==> src/sv/sjn_pkg.sv <==
`timescale 1ns / 1ps
package sjn_pkg;

  localparam int DEF_QUEUE_DEPTH = 16;
  localparam int DEF_ID_BITS     = 16;
  localparam int DEF_LENGTH_BITS = 16;

  localparam int FIELD_BITS    = 16;
  localparam int COUNT_BITS    = 5;
  localparam int IN_DATA_BITS  = 32;
  localparam int OUT_DATA_BITS = 48;

  typedef logic [1:0] status_t;
  localparam status_t STATUS_OK       = 2'd0;
  localparam status_t STATUS_ZERO_LEN = 2'd1;
  localparam status_t STATUS_FULL     = 2'd2;

  localparam logic REQ_ARRIVE = 1'b0;
  localparam logic REQ_TICK   = 1'b1;

  typedef enum logic [2:0] {
    ST_IDLE,
    ST_WAIT_INSERT,
    ST_WAIT_POP,
    ST_TICK,
    ST_FINISH
  } state_t;

  typedef enum logic [1:0] {
    Q_IDLE,
    Q_CMP,
    Q_PLACE,
    Q_POP
  } qstate_t;

  typedef struct packed {
    logic insert;
    logic pop;
  } qcmd_t;

  typedef struct packed {
    logic done;
    logic full;
    logic empty;
  } qstat_t;

endpackage

==> src/sv/sjn_ram.sv <==
`timescale 1ns / 1ps
module sjn_ram #(
  parameter int WIDTH = 32,
  parameter int DEPTH = 16
) (
  input  logic                     clk,
  input  logic                     we,
  input  logic [$clog2(DEPTH)-1:0] waddr,
  input  logic [WIDTH-1:0]         wdata,
  input  logic [$clog2(DEPTH)-1:0] raddr,
  output logic [WIDTH-1:0]         rdata
);

  logic [WIDTH-1:0] mem [DEPTH];

  always_ff @(posedge clk) begin
    if (we) begin
      mem[waddr] <= wdata;
    end
    rdata <= mem[raddr];
  end

endmodule

==> src/sv/sjn_queue.sv <==
`timescale 1ns / 1ps
module sjn_ready_queue import sjn_pkg::*; #(
  parameter int QUEUE_DEPTH = DEF_QUEUE_DEPTH,
  parameter int ID_W        = FIELD_BITS,
  parameter int LEN_W       = FIELD_BITS
) (
  input  logic                             clk,
  input  logic                             rst,
  input  qcmd_t                            cmd,
  input  logic [ID_W-1:0]                  in_id,
  input  logic [LEN_W-1:0]                 in_len,
  output qstat_t                           stat,
  output logic [ID_W-1:0]                  pop_id,
  output logic [LEN_W-1:0]                 pop_len,
  output logic [$clog2(QUEUE_DEPTH+1)-1:0] count
);

  localparam int AddrW = $clog2(QUEUE_DEPTH);
  localparam int CntW  = $clog2(QUEUE_DEPTH + 1);
  localparam int SumW  = CntW + 1;
  localparam int EntW  = ID_W + LEN_W;
  localparam logic [AddrW-1:0] LastAddr = AddrW'(QUEUE_DEPTH - 1);

  function automatic logic [AddrW-1:0] dec_addr(input logic [AddrW-1:0] a);
    return (a == '0) ? LastAddr : a - 1'b1;
  endfunction

  function automatic logic [AddrW-1:0] inc_addr(input logic [AddrW-1:0] a);
    return (a == LastAddr) ? '0 : a + 1'b1;
  endfunction

  qstate_t          qstate, qstate_next;
  logic [AddrW-1:0] head, wp, rp, tail;
  logic [CntW-1:0]  rem;
  logic [ID_W-1:0]  new_id;
  logic [LEN_W-1:0] new_len;
  logic [SumW-1:0]  tail_sum;

  logic             we;
  logic [AddrW-1:0] waddr, raddr;
  logic [EntW-1:0]  wdata, rdata;
  logic             shift;

  assign tail_sum = SumW'(head) + SumW'(count);
  assign tail = (tail_sum >= SumW'(QUEUE_DEPTH)) ? AddrW'(tail_sum - SumW'(QUEUE_DEPTH))
                                                 : AddrW'(tail_sum);

  assign pop_len = rdata[LEN_W-1:0];
  assign pop_id  = rdata[EntW-1:LEN_W];
  // entry ahead of the new one is longer: move it one slot back
  assign shift   = pop_len > new_len;

  sjn_ram #(
    .WIDTH(EntW),
    .DEPTH(QUEUE_DEPTH)
  ) u_ram (
    .clk  (clk),
    .we   (we),
    .waddr(waddr),
    .wdata(wdata),
    .raddr(raddr),
    .rdata(rdata)
  );

  always_comb begin
    qstate_next = qstate;
    case (qstate)
      Q_IDLE: begin
        if (cmd.insert) begin
          qstate_next = (count == '0) ? Q_PLACE : Q_CMP;
        end else if (cmd.pop) begin
          qstate_next = Q_POP;
        end
      end
      Q_CMP: begin
        if (!shift) begin
          qstate_next = Q_IDLE;
        end else if (rem == CntW'(1)) begin
          qstate_next = Q_PLACE;
        end
      end
      Q_PLACE: qstate_next = Q_IDLE;
      Q_POP:   qstate_next = Q_IDLE;
      default: qstate_next = Q_IDLE;
    endcase
  end

  always_comb begin
    we         = 1'b0;
    waddr      = wp;
    wdata      = {new_id, new_len};
    raddr      = dec_addr(rp);
    stat.done  = 1'b0;
    stat.full  = (count == CntW'(QUEUE_DEPTH));
    stat.empty = (count == '0);
    case (qstate)
      Q_IDLE: begin
        raddr = cmd.pop ? head : dec_addr(tail);
      end
      Q_CMP: begin
        we = 1'b1;
        if (shift) begin
          wdata = rdata;
        end else begin
          stat.done = 1'b1;
        end
      end
      Q_PLACE: begin
        we        = 1'b1;
        stat.done = 1'b1;
      end
      Q_POP: begin
        stat.done = 1'b1;
      end
      default: begin
        we = 1'b0;
      end
    endcase
  end

  always_ff @(posedge clk) begin
    if (rst) begin
      qstate <= Q_IDLE;
      head   <= '0;
      count  <= '0;
    end else begin
      qstate <= qstate_next;
      case (qstate)
        Q_CMP: begin
          if (!shift) begin
            count <= count + 1'b1;
          end
        end
        Q_PLACE: count <= count + 1'b1;
        Q_POP: begin
          head  <= inc_addr(head);
          count <= count - 1'b1;
        end
        default: begin
          count <= count;
        end
      endcase
    end
  end

  always_ff @(posedge clk) begin
    case (qstate)
      Q_IDLE: begin
        if (cmd.insert) begin
          new_id  <= in_id;
          new_len <= in_len;
          wp      <= tail;
          rp      <= dec_addr(tail);
          rem     <= count;
        end
      end
      Q_CMP: begin
        if (shift) begin
          wp  <= rp;
          rp  <= dec_addr(rp);
          rem <= rem - 1'b1;
        end
      end
      default: begin
        rem <= rem;
      end
    endcase
  end

endmodule

==> src/sv/shortest_job_next_scheduler_core.sv <==
`timescale 1ns / 1ps
// Non-preemptive shortest-job-next scheduler. Each request on the input stream is either an
// arrival (tuser 0, task id and length in tdata) or a tick (tuser 1), and each request yields
// exactly one result on the output stream. Waiting tasks sit in a circular buffer in one
// single-port-read RAM, kept sorted by length with equal lengths in arrival order. An arrival
// walks the queue from its tail one entry per clock through the RAM read port and the one
// length comparator; a rejected arrival goes straight to the finish state. A tick passes
// through the tick state, and first through a pop wait when it has to pull the shortest task
// out of the RAM. The block takes one request at a time; a finished result waits in the output
// register while the next request is accepted, and a stalled output side adds its wait on top.
module shortest_job_next_scheduler_core import sjn_pkg::*; #(
  parameter int QUEUE_DEPTH = DEF_QUEUE_DEPTH,
  parameter int ID_BITS     = DEF_ID_BITS,
  parameter int LENGTH_BITS = DEF_LENGTH_BITS
) (
  input  logic                     clk,
  input  logic                     rst,
  input  logic                     s_axis_tvalid,
  output logic                     s_axis_tready,
  // task_id [15:0], task_length [31:16]
  input  logic [IN_DATA_BITS-1:0]  s_axis_tdata,
  // req_type
  input  logic                     s_axis_tuser,
  output logic                     m_axis_tvalid,
  input  logic                     m_axis_tready,
  // status [1:0], running_valid [2], running_id [18:3], done_valid [19],
  // done_id [35:20], queued_count [40:36], zero [47:41]
  output logic [OUT_DATA_BITS-1:0] m_axis_tdata
);

  localparam int IdW  = (ID_BITS < FIELD_BITS) ? ID_BITS : FIELD_BITS;
  localparam int LenW = (LENGTH_BITS < FIELD_BITS) ? LENGTH_BITS : FIELD_BITS;
  localparam int CntW = $clog2(QUEUE_DEPTH + 1);
  localparam int PadW = OUT_DATA_BITS - 2 * FIELD_BITS - COUNT_BITS - 4;

  state_t          state, state_next;
  logic            accept, is_tick, len_zero, out_load;
  logic [IdW-1:0]  in_id;
  logic [LenW-1:0] in_len;

  qcmd_t           qcmd;
  qstat_t          qstat;
  logic [IdW-1:0]  pop_id;
  logic [LenW-1:0] pop_len;
  logic [CntW-1:0] qcount;

  logic            run_active;
  logic [IdW-1:0]  run_id;
  logic [LenW-1:0] run_len, run_elapsed, elapsed_inc;

  status_t         res_status;
  logic            res_done;
  logic [IdW-1:0]  res_done_id;

  assign in_id       = IdW'(s_axis_tdata[FIELD_BITS-1:0]);
  assign in_len      = LenW'(s_axis_tdata[2*FIELD_BITS-1:FIELD_BITS]);
  assign is_tick     = (s_axis_tuser == REQ_TICK);
  assign len_zero    = (in_len == '0);
  assign accept      = s_axis_tvalid && s_axis_tready;
  assign elapsed_inc = run_elapsed + 1'b1;

  sjn_ready_queue #(
    .QUEUE_DEPTH(QUEUE_DEPTH),
    .ID_W       (IdW),
    .LEN_W      (LenW)
  ) u_queue (
    .clk    (clk),
    .rst    (rst),
    .cmd    (qcmd),
    .in_id  (in_id),
    .in_len (in_len),
    .stat   (qstat),
    .pop_id (pop_id),
    .pop_len(pop_len),
    .count  (qcount)
  );

  always_comb begin
    state_next = state;
    case (state)
      ST_IDLE: begin
        if (accept) begin
          if (is_tick) begin
            state_next = (!run_active && !qstat.empty) ? ST_WAIT_POP : ST_TICK;
          end else if (len_zero || qstat.full) begin
            state_next = ST_FINISH;
          end else begin
            state_next = ST_WAIT_INSERT;
          end
        end
      end
      ST_WAIT_INSERT: begin
        if (qstat.done) begin
          state_next = ST_FINISH;
        end
      end
      ST_WAIT_POP: begin
        if (qstat.done) begin
          state_next = ST_TICK;
        end
      end
      ST_TICK:   state_next = ST_FINISH;
      ST_FINISH: begin
        if (out_load) begin
          state_next = ST_IDLE;
        end
      end
      default: state_next = ST_IDLE;
    endcase
  end

  always_comb begin
    s_axis_tready = (state == ST_IDLE);
    out_load      = (state == ST_FINISH) && (!m_axis_tvalid || m_axis_tready);
    qcmd.insert   = 1'b0;
    qcmd.pop      = 1'b0;
    case (state)
      ST_IDLE: begin
        qcmd.insert = accept && !is_tick && !len_zero && !qstat.full;
        qcmd.pop    = accept && is_tick && !run_active && !qstat.empty;
      end
      default: begin
        qcmd.insert = 1'b0;
      end
    endcase
  end

  always_ff @(posedge clk) begin
    if (rst) begin
      state         <= ST_IDLE;
      run_active    <= 1'b0;
      m_axis_tvalid <= 1'b0;
    end else begin
      state <= state_next;
      if (out_load) begin
        m_axis_tvalid <= 1'b1;
      end else if (m_axis_tready) begin
        m_axis_tvalid <= 1'b0;
      end
      if (state == ST_WAIT_POP && qstat.done) begin
        run_active <= 1'b1;
      end else if (state == ST_TICK && run_active && elapsed_inc >= run_len) begin
        run_active <= 1'b0;
      end
    end
  end

  always_ff @(posedge clk) begin
    case (state)
      ST_IDLE: begin
        if (accept) begin
          res_done <= 1'b0;
          if (is_tick) begin
            res_status <= STATUS_OK;
          end else if (len_zero) begin
            res_status <= STATUS_ZERO_LEN;
          end else if (qstat.full) begin
            res_status <= STATUS_FULL;
          end else begin
            res_status <= STATUS_OK;
          end
        end
      end
      ST_WAIT_POP: begin
        if (qstat.done) begin
          run_id      <= pop_id;
          run_len     <= pop_len;
          run_elapsed <= '0;
        end
      end
      ST_TICK: begin
        if (run_active) begin
          if (elapsed_inc >= run_len) begin
            res_done    <= 1'b1;
            res_done_id <= run_id;
            run_elapsed <= '0;
          end else begin
            run_elapsed <= elapsed_inc;
          end
        end
      end
      ST_FINISH: begin
        if (out_load) begin
          m_axis_tdata <= {
            PadW'(0),
            COUNT_BITS'(qcount),
            res_done ? FIELD_BITS'(res_done_id) : FIELD_BITS'(0),
            res_done,
            run_active ? FIELD_BITS'(run_id) : FIELD_BITS'(0),
            run_active,
            res_status
          };
        end
      end
      default: begin
        res_done <= res_done;
      end
    endcase
  end

endmodule

==> config.mk <==
export PLATFORM = sky130hd
export DESIGN_NAME = shortest_job_next_scheduler_core
export DESIGN_NICKNAME = d
export VERILOG_FILES = /design/src/sv/sjn_pkg.sv /design/src/sv/sjn_ram.sv /design/src/sv/sjn_queue.sv /design/src/sv/shortest_job_next_scheduler_core.sv
export SDC_FILE = /design/constraint.sdc
export NUM_CORES = 1
export LEC_CHECK = 0
export ABC_AREA = 1
export BUFFER_PORTS_ARGS = -buffer_cell sky130_fd_sc_hd__buf_2
export CAP_MARGIN = 20
export CORE_MARGIN = 2
export CORE_UTILIZATION = 45
export CTS_BUF_LIST = sky130_fd_sc_hd__clkbuf_4
export CTS_CLUSTER_SIZE = 16
export DETAILED_ROUTE_END_ITERATION = 8
export PLACE_DENSITY_LB_ADDON = 0.2
export SLEW_MARGIN = 20
export SYNTH_ARGS = -nofsm -noshare
export SYNTH_HDL_FRONTEND = slang
export SYNTH_SLANG_ARGS = --single-unit
==> constraint.sdc <==
create_clock -name clk -period 4.7 [get_ports clk]
set_input_delay 0.47 -clock clk [delete_from_list [all_inputs] [get_ports clk]]
set_output_delay 0.47 -clock clk [all_outputs]
set_load 0.02 [all_outputs]
==> Word level (Yosys, flattened, before mapping) <==
Memory sizes are Yosys's and may differ from the RTL's. A register that Yosys moved wholly into a read port is not among the register bits.
Cells that the tools add are included.
{ "classes": {"muxes": 54, "magnitude_cmp": 3, "eq_ne": 21, "n_reduce_logical": 46, "addsub": 9} }
{ "ops": {"columns": ["op", "n"], "rows": [
  ["32-bit 2-to-1 mux", 2],
  ["16-bit 2-to-1 mux", 3],
  ["4-bit 2-to-1 mux", 10],
  ["16-bit case mux with 2 select lines", 1],
  ["3-bit 2-to-1 mux", 6],
  ["16-bit by 1-bit adder with 16-bit output, second input constant", 1],
  ["16-bit >= comparator", 1],
  ["16-bit greater-than comparator", 1],
  ["16-bit zero test", 1],
  ["4-bit case mux with 2 select lines", 2],
  ["1-bit 2-to-1 mux", 15],
  ["5-bit 2-to-1 mux", 3],
  ["3-bit case mux with 5 select lines", 1],
  ["5-bit case mux with 3 select lines", 1],
  ["1-bit logical AND", 12],
  ["2-bit 2-to-1 mux", 6],
  ["2-bit != test, second input constant", 6],
  ["2-bit AND reduction", 6],
  ["4-bit by 1-bit subtractor with 4-bit output, second input constant", 3],
  ["5-bit case mux with 2 select lines", 1],
  ["2-bit nonzero test", 5],
  ["5-bit by 1-bit subtractor with 5-bit output, second input constant", 2],
  ["3-bit AND reduction", 3],
  ["4-bit zero test", 2],
  ["25 further kinds", 39]
]} }
{ "totals": {"register_bits": 169, "output_inout_bits": 50, "input_bits": 37, "n_memories": 1, "mem_bits_rw": 512, "wordCells": 155} }
{ "memory_table": {"columns": ["memory", "depth", "word_bits", "read_ports", "rd_clocked_by_memory_dff", "wr", "line_no", "source"], "rows": [
  ["u_queue.u_ram.mem", 16, 32, 1, 1, 1, "sjn_ram.sv:14", "logic [WIDTH-1:0] mem [DEPTH];"]
]} }

==> Depth between registers and ports, before layout <==
Gate-level depths: netlist of the first run.
{ "depth": {"word_depth": 9, "ltp_mapped": 24, "depth_no_buf": 24} }

==> Modules after synthesis <==
From an unflattened synthesis of the first run, not the netlist that was laid out.
{ "unflattened": {"cells_unflattened": 2943, "hier_area_um2": 30997.2} }
{ "modules_own_cells": {"columns": ["module", "area_each_um2", "cells_each", "instances", "seq_area_each_um2"], "rows": [
  ["sjn_ram", 22731.8, 2122, 1, 16015.4],
  ["shortest_job_next_scheduler_core", 4878.4, 428, 1, 3343.2],
  ["sjn_ready_queue", 3387.0, 393, 1, 1571.5]
]} }

==> Least setup slack after synthesis of the first run <==
OpenSTA, ideal clock, no wires.
{ "synth_path": {"kind": "input port to flip-flop", "from": "input m_axis_tready", "to": "register m_axis_tdata[0], enable pin", "slack_ps": -338, "setup_ps": 545, "cell_stages": 2, "required_time_ps": 4155, "arrival_time_ps": 4493, "path_buffers": 0, "path_cell_list": "nor2_1 nor4_1"} }
{ "synth_between": {"elab_chain_cells": 3} }
{ "synth_rtl": {"columns": ["item", "line_no", "source"], "rows": [
  ["start: declaration", "shortest_job_next_scheduler_core.sv:25", "input logic m_axis_tready,"],
  ["1-bit logical OR", "shortest_job_next_scheduler_core.sv:114", "out_load = (state == ST_FINISH) && (!m_axis_tvalid || m_axis_tready);"],
  ["1-bit logical AND", "shortest_job_next_scheduler_core.sv:114", null],
  ["named net out_load", "shortest_job_next_scheduler_core.sv:37", "logic accept, is_tick, len_zero, out_load;"],
  ["2-bit AND reduction (no line)", null, null],
  ["end signal: assignment", "shortest_job_next_scheduler_core.sv:184", "m_axis_tdata <= {"],
  ["end: declaration", "shortest_job_next_scheduler_core.sv:28", "output logic [OUT_DATA_BITS-1:0] m_axis_tdata"]
]} }
The timed path passes the listed nets, and every way through them passes these cells.
A chain may end at the register's enable or synchronous reset.

==> Worst setup path in the final report of the first run <==
{ "layout_path": {"from": "register run_elapsed[0]", "to": "register run_elapsed[3], data pin"} }
{ "layout_between": {"elab_chain_cells": 5} }
{ "layout_rtl": {"columns": ["item", "line_no", "source"], "rows": [
  ["start: declaration", "shortest_job_next_scheduler_core.sv:49", "logic [LenW-1:0] run_len, run_elapsed, elapsed_inc;"],
  ["start signal: assignment", "shortest_job_next_scheduler_core.sv:178", "run_elapsed <= elapsed_inc;"],
  ["16-bit by 1-bit adder with 16-bit output", "shortest_job_next_scheduler_core.sv:60", "assign elapsed_inc = run_elapsed + 1'b1;"],
  ["named net elapsed_inc[14]", "shortest_job_next_scheduler_core.sv:49", null],
  ["16-bit >= comparator", "shortest_job_next_scheduler_core.sv:173", "if (elapsed_inc >= run_len) begin"],
  ["16-bit 2-to-1 mux", "shortest_job_next_scheduler_core.sv:173", null],
  ["16-bit 2-to-1 mux", "shortest_job_next_scheduler_core.sv:172", "if (run_active) begin"],
  ["16-bit case mux with 2 select lines", "shortest_job_next_scheduler_core.sv:149", "case (state)"]
]} }
The timed path passes the listed nets, and every way through them passes these cells. The select of a mux whose other input is x is not followed.

==> results of run 1 <==
-- state kept, by name (all words and copies together) (netlist names), 3 cells and up --
register and flops:
u_queue.head 4, m_axis_tdata 41, run_elapsed 16, u_queue.rp 4, u_queue.u_ram.mem 512, res_done_id 16
state 3, u_queue.count 5, run_len 16, run_id 16, u_queue.new_len 16, u_queue.u_ram.rdata 32
u_queue.rem 5, u_queue.waddr 4, u_queue.new_id 16
-- worst min-delay path by stage --
stage	startpoint	to	slack, ns	depth (start not counted)
4_1_cts	s_axis_tdata[14]	u_queue.new_id[14]$_DFFE_PP_	0.04	2
6_report	s_axis_tdata[14]	u_queue.new_id[14]$_DFFE_PP_	0.18	2
2_1_floorplan	res_status[0]$_SDFFCE_PP0P_	m_axis_tdata[0]$_DFFE_PP_	0.40	0
3_3_place_gp	res_status[0]$_SDFFCE_PP0P_	m_axis_tdata[0]$_DFFE_PP_	0.40	0
5_1_grt	s_axis_tdata[14]	u_queue.new_id[14]$_DFFE_PP_	0.09	2
3_5_place_dp	res_status[0]$_SDFFCE_PP0P_	m_axis_tdata[0]$_DFFE_PP_	0.41	0
-- cells by family after synthesis --
kind of cell | count (synthesis) | synth area share, %
flops | 713 | 67.4
compound gates | 95 | 1.69
fa+ha+maj | 51 | 2.10
simple gates | 1404 | 21.0
mux | 1 | 0.0323
xor+xnor | 10 | 0.282
other cells | 1 | 0.0121
buf+inv | 558 | 7.45
-- stage by stage --
| stage | cells | hold WS [ns] |
|---|---|---|
| finish | 4080 | 0.178 |
| global route | 4079 | 0.0933 |
| CTS | 4078 | 0.0432 |
| detailed placement | 3703 | 0.407 |
| global placement | 3703 | 0.404 |
| floorplan | 2839 | 0.400 |
-- what timing repair did --
item | CTS | global route
endpoints found under the hold margin | 48 | 0
endpoints found under the setup margin | 0 | 0
hold buffers | 36 | 0
-- layout make-up --
type	count	area, sq um
Inverter	405	1530
Multi-Input combinational cell	1568	8000
Clock buffer	281	2110
Fill cell	6066	33200
Sequential cell	713	20900
Timing Repair Buffer	171	1300
Clock inverter	58	323
Antenna cell	2	5.00
Tap cell	882	1100
-- metal layers --
layer | share of wire (%) | wire length (um) | vias to the layer above | track usage (%)
li1 | - | - | 10100 | -
met1 | 43 | 33800 | 10200 | 29.1
met2 | 47 | 37200 | 734 | 36.1
met3 | 6.9 | 5440 | 158 | 4.97
met4 | 3.0 | 2330 | 0 | 9.44
met5 | 0 | 0 | - | 0
-- Yosys cell counts, drive strengths merged, types with 3 or more instances --
master,instances,area [sq um]
edfxtp,665,20000
nor2,83,327
buf,122,677
nand2,623,2350
nor3,9,45.0
clkbuf,31,116
or2,3,18.8
a31oi,3,18.8
a21oi,31,155
xor2,8,70.1
nand3b,128,961
ha,49,613
nand3,546,2730
inv,405,1520
o21ai,50,258
nand4,8,56.3
dfxtp,48,961
-- layout by cell type, fill, tap and decap left out, types with 3 or more instances in the layout --
master	instances
edfxtp_1	665
nand2_1	619
nand3_1	546
inv_1	399
clkbuf_4	281
nand3b_1	128
buf_2	79
nor2_1	64
ha_1	49
dfxtp_1	48
o21ai_0	46
buf_4	46
clkinv_1	38
dlygate4sd3_1	36
a21oi_1	31
nor2_4	19
buf_12	10
nor3_1	9
xor2_1	8
nand4_1	7
clkinv_2	7
conb_1	7
inv_2	6
clkinv_4	5
clkinvlp_4	4
a31oi_1	3
or2_2	3
-- where the power goes --
group | switching (mW) | leakage (nW) | internal (mW)
combinational | 8.18 | 6.71 | 3.34
clock | 2.55 | 1.44 | 2.85
sequential | 0.443 | 6.42 | 8.29
==> flow_summary.ini, run 1 <==
[timing]
finalCriticalPeriod_ns = 3.79
hold_viol_final = 0
skew_ns = 0.0615
fin_crit_sh_pct = 80.6
relSlewSlack_pct = 25.6
setup_slack_ns = 0.911
fin_tns_setup_ns = 0
fmax_mhz = 264
tightest_slew_ns = 1.12
rsz0062_at_grt = no
drv_slew = 0
finalSetupViolCount = 0

[worst_setup_path]
cpMaxStageDelayCell = nand4_1
endpoint = run_elapsed[3]$_SDFFCE_PP0P_
r2r_cells = 22
end_kind = flip-flop
path_common_cell = nand2_1
crit_buf_inv = 3
start_kind = flip-flop
r2r_slack_ns = 0.91
r2r_end = run_elapsed[3]$_SDFFCE_PP0P_
critical_path_arrival_ns = 4.59
path_cells = ha_1 -> nand2_1 -> inv_1 -> nand2_1 -> nor2_1 -> nand2_1 -> nor3_1 -> nand2_1 -> nor2_1 -> nand3_1 -> nor2_1 -> nand2_1 -> xor2_1 -> inv_1 -> ha_1 -> nand2_1 -> inv_1 -> nand3_1 -> nor2_1 -> nor2_1 -> nand4_1 -> nor3_1
worstReg2RegStart = run_elapsed[0]$_SDFFCE_PP0P_
path_delay_family = simple AND/OR/NAND/NOR gates
worstPathMaxFanout = 16
cp.required_ns = 5.50
crit_start = run_elapsed[0]$_SDFFCE_PP0P_
critPathMaxStageDelay_ns = 0.54
criticalPathCategory = reg2reg
cp_num_cells = 22

[routing]
drc = 0
first_pass_iters = 6
drtAntennaViolNets = 0
dr.first_iter.drc_count = 1893
wl_mm = 78.9
vias = 21200
viasPerCell = 5.21
wire_per_inst_um = 19.3

[floorplanning]
core-area_sq_um = 68500
start_util_pct = 45.3
dieHeight_um = 267
rows = 96
die_w_um = 267
die_area_sq_um = 71100
num_io_pins = 87

[global_route]
grt_pass1_vias = 20400
grt_pass1_wl_mm = 119
grt_max_degree = 200
grt_util_all_layers_pct = 22.3
grt_remaining_overflow = 0
antenna_found_initial = 3

[place]
placed_area_sq_um = 32500
place_congestion = 0.857
port_buffers = 79
pre_cts_slack_ns = 0.907
hpwl_mm = 42.3

[flow_run]
drv_cap = 0

[power]
powerDensity_nw_per_um2 = 726
p_leak_nw = 14.6
ir_drop_mv = 1.18
power.total_mw = 25.6

[clock_tree]
numCtsBuffers = 182
clkLatencyLatePin_ns = 1.01
clock-root-buffer = clkbuf_4
cts.path.max_buffers = 3
cts.sinks = 713
cts_setup_buffers = 0
tritoncts = built
path_clk_slew_ns = 0.06
htreeDepth = 4
ctsResizeCount = 0

[synth]
syn-cell-area_sq_um = 31000
synth_cell_types = 44
synth_warnings = 0
yosysSeqAreaShare_pct = 67.4
synth_edf_count = 665
postSynthAreaPerCell_sq_um = 11.0
netlist_instances = 2833
async_reset_ff_share_pct = 0
yosys_register_bits = 713
synthFlopType = edfxtp_1

[final_layout]
finalInstanceArea_sq_um = 35300
fin_nets = 3129
drive_gt1_share_pct = 14.8
post-route-util_pct = 51.6
area_delta_synth_final_pct = 13.7

[run_status]
outcome = finished clean

[min_path]
hp-class = in2reg
No activity file was read; power rests on OpenSTA's default activity.
==> run 2: changes to the inputs <==
Clock period 4.7 ns to 3.95 ns, I/O delays scaled along.
==> run 2 against run 1 <==
  * Final area rose by 0.94%
  * Routed wire length up 0.72%
  * Critical path depth increased by 2
  * Hold slack got worse by 0.083 ns
  * Total power increased by 21%
  * Sequential share of layout area fell by 0.55 points
  * Clock power rose by 20%
  * Cell count increased by 0.74%
  * Combinational power up 23%
  * Largest cell class unchanged
==> flow_summary.ini, run 2 (same netlist as run 1, synthesis figures left out) <==
[floorplanning]
num_io_pins = 87
rows = 96
core-area_sq_um = 68500
dieHeight_um = 267
die_w_um = 267
start_util_pct = 45.3
die_area_sq_um = 71100

[timing]
fin_crit_sh_pct = 89.3
hold_viol_final = 0
tightest_slew_ns = 0.789
fmax_mhz = 284
drv_slew = 0
fin_tns_setup_ns = 0
relSlewSlack_pct = 47.4
finalSetupViolCount = 0
rsz0062_at_grt = no
finalCriticalPeriod_ns = 3.53
setup_slack_ns = 0.424
skew_ns = 0.0763

[routing]
dr.first_iter.drc_count = 1825
wl_mm = 79.4
wire_per_inst_um = 19.3
vias = 21600
drc = 0
drtAntennaViolNets = 0
first_pass_iters = 5
viasPerCell = 5.25

[worst_setup_path]
path_cells = ha_1 -> nand2_1 -> inv_1 -> nand2_1 -> nor2_1 -> nand2_1 -> nor3_2 -> nand2_1 -> nor2_1 -> nand3_1 -> nor2_1 -> nand2_1 -> xor2_1 -> inv_1 -> ha_1 -> nand2_1 -> inv_1 -> nand3_1 -> nor2_1 -> nand3_1 -> nand3_1 -> nand3_1 -> inv_1 -> buf_12
criticalPathCategory = reg2reg
path_common_cell = nand2_1
path_delay_family = simple AND/OR/NAND/NOR gates
worstPathMaxFanout = 16
critPathMaxStageDelay_ns = 0.40
end_kind = flip-flop
cp.required_ns = 4.64
cpMaxStageDelayCell = edfxtp_1
crit_buf_inv = 5
start_kind = flip-flop
critical_path_arrival_ns = 4.22

[clock_tree]
clkLatencyLatePin_ns = 1.04
tritoncts = built
clock-root-buffer = clkbuf_4
path_clk_slew_ns = 0.07
cts.sinks = 713
htreeDepth = 4
cts.path.max_buffers = 3
numCtsBuffers = 186

[global_route]
antenna_found_initial = 2
grt_remaining_overflow = 0
grt_pass1_wl_mm = 121
grt_util_all_layers_pct = 22.6
grt_max_degree = 129
grt_pass1_vias = 21300

[final_layout]
layout_commonest_cell = edfxtp_1
fin_nets = 3158
n_fill_cell = 6083
area_delta_synth_final_pct = 14.8
drive_gt1_share_pct = 15.0
mostFrequentLayoutCells = edfxtp_1, nand2_1, nand3_1
finalInstanceArea_sq_um = 35600
instances_no_fill = 4110
top_register = u_queue.u_ram.mem
largest_register_ffs = 512
reg.largest.list = u_queue.u_ram.mem (512), m_axis_tdata (41), u_queue.u_ram.rdata (32)
post-route-util_pct = 52.0

[place]
placed_cells = 3718
placed_area_sq_um = 32700
hpwl_mm = 42.7
place_congestion = 0.827
pre_cts_slack_ns = 0.445
port_buffers = 79

[power]
ir_drop_mv = 1.05
p_leak_nw = 14.7
powerDensity_nw_per_um2 = 870

[run_status]
outcome = finished clean

[min_path]
hp-class = in2reg

[flow_run]
drv_cap = 0
-- run 2: layer usage --
layer / vias to the layer above / global-route usage [%] / part of all wire (%)
li1: 10200 / - / -
met1: 10400 / 29.8 / 43
met2: 817 / 36.9 / 47
met3: 158 / 4.49 / 7.2
met4: 0 / 8.58 / 2.2
met5: - / 0 / 0
-- run 2: layout make-up --
type                            count  area [sq um]  area share (%)
Tap cell                          882          1100            3.10
Clock buffer                      282          2120            5.94
Clock inverter                     59           327           0.916
Timing Repair Buffer              196          1610            4.53
Antenna cell                        5          12.5          0.0351
Inverter                          405          1520            4.27
Sequential cell                   713         20900            58.7
Multi-Input combinational cell   1568          8010            22.5
-- run 2: worst register-to-register path: stages (launching register included) --
cell      delay [ns]
edfxtp_1        0.40
ha_1            0.20
nand2_1         0.07
inv_1           0.09
nand2_1         0.07
nor2_1          0.12
nand2_1         0.11
nor3_2          0.13
nand2_1         0.09
nor2_1          0.15
nand3_1         0.11
nor2_1          0.14
nand2_1         0.08
xor2_1          0.18
inv_1           0.06
ha_1            0.27
nand2_1         0.06
inv_1           0.05
nand3_1         0.08
nor2_1          0.13
nand3_1         0.11
nand3_1         0.16
nand3_1         0.11
inv_1           0.12
buf_12          0.15
-- run 2: what timing repair did --
item | in CTS | in global routing
setup buffers | 0 | 0
resized for setup | 0 | 1
hold buffers | 46 | 0
endpoints found under the hold margin | 66 | 0
setup endpoints to repair | 0 | 17
-- run 2: final timing paths --
kind	startpoint	end	slack (ns)	depth (start not counted)
worst min-delay path	s_axis_tdata[11]	u_queue.new_id[11]$_DFFE_PP_	0.1	2
worst max register to register	run_elapsed[0]$_SDFFCE_PP0P_	res_done_id[7]$_DFFE_PP_	0.42	24
worst min register to register	res_status[0]$_SDFFCE_PP0P_	m_axis_tdata[0]$_DFFE_PP_	0.42	0
worst max-delay path	run_elapsed[0]$_SDFFCE_PP0P_	res_done_id[7]$_DFFE_PP_	0.42	24
-- run 2: through the flow --
stage	hold WS, ns	power, mW
2_1_floorplan	0.400	20.0
3_3_place_gp	0.411	24.3
3_5_place_dp	0.413	24.6
4_1_cts	0.00338	31.2
5_1_grt	0.0278	33.1
6_report	0.0958	31.0
-- run 2: power by group --
part / switching (mW) / leakage, nW / internal [mW]
Sequential: 0.479 / 6.42 / 9.86
Clock: 3.01 / 1.45 / 3.45
Combinational: 9.93 / 6.86 / 4.27
Total: 13.4 / 14.7 / 17.6
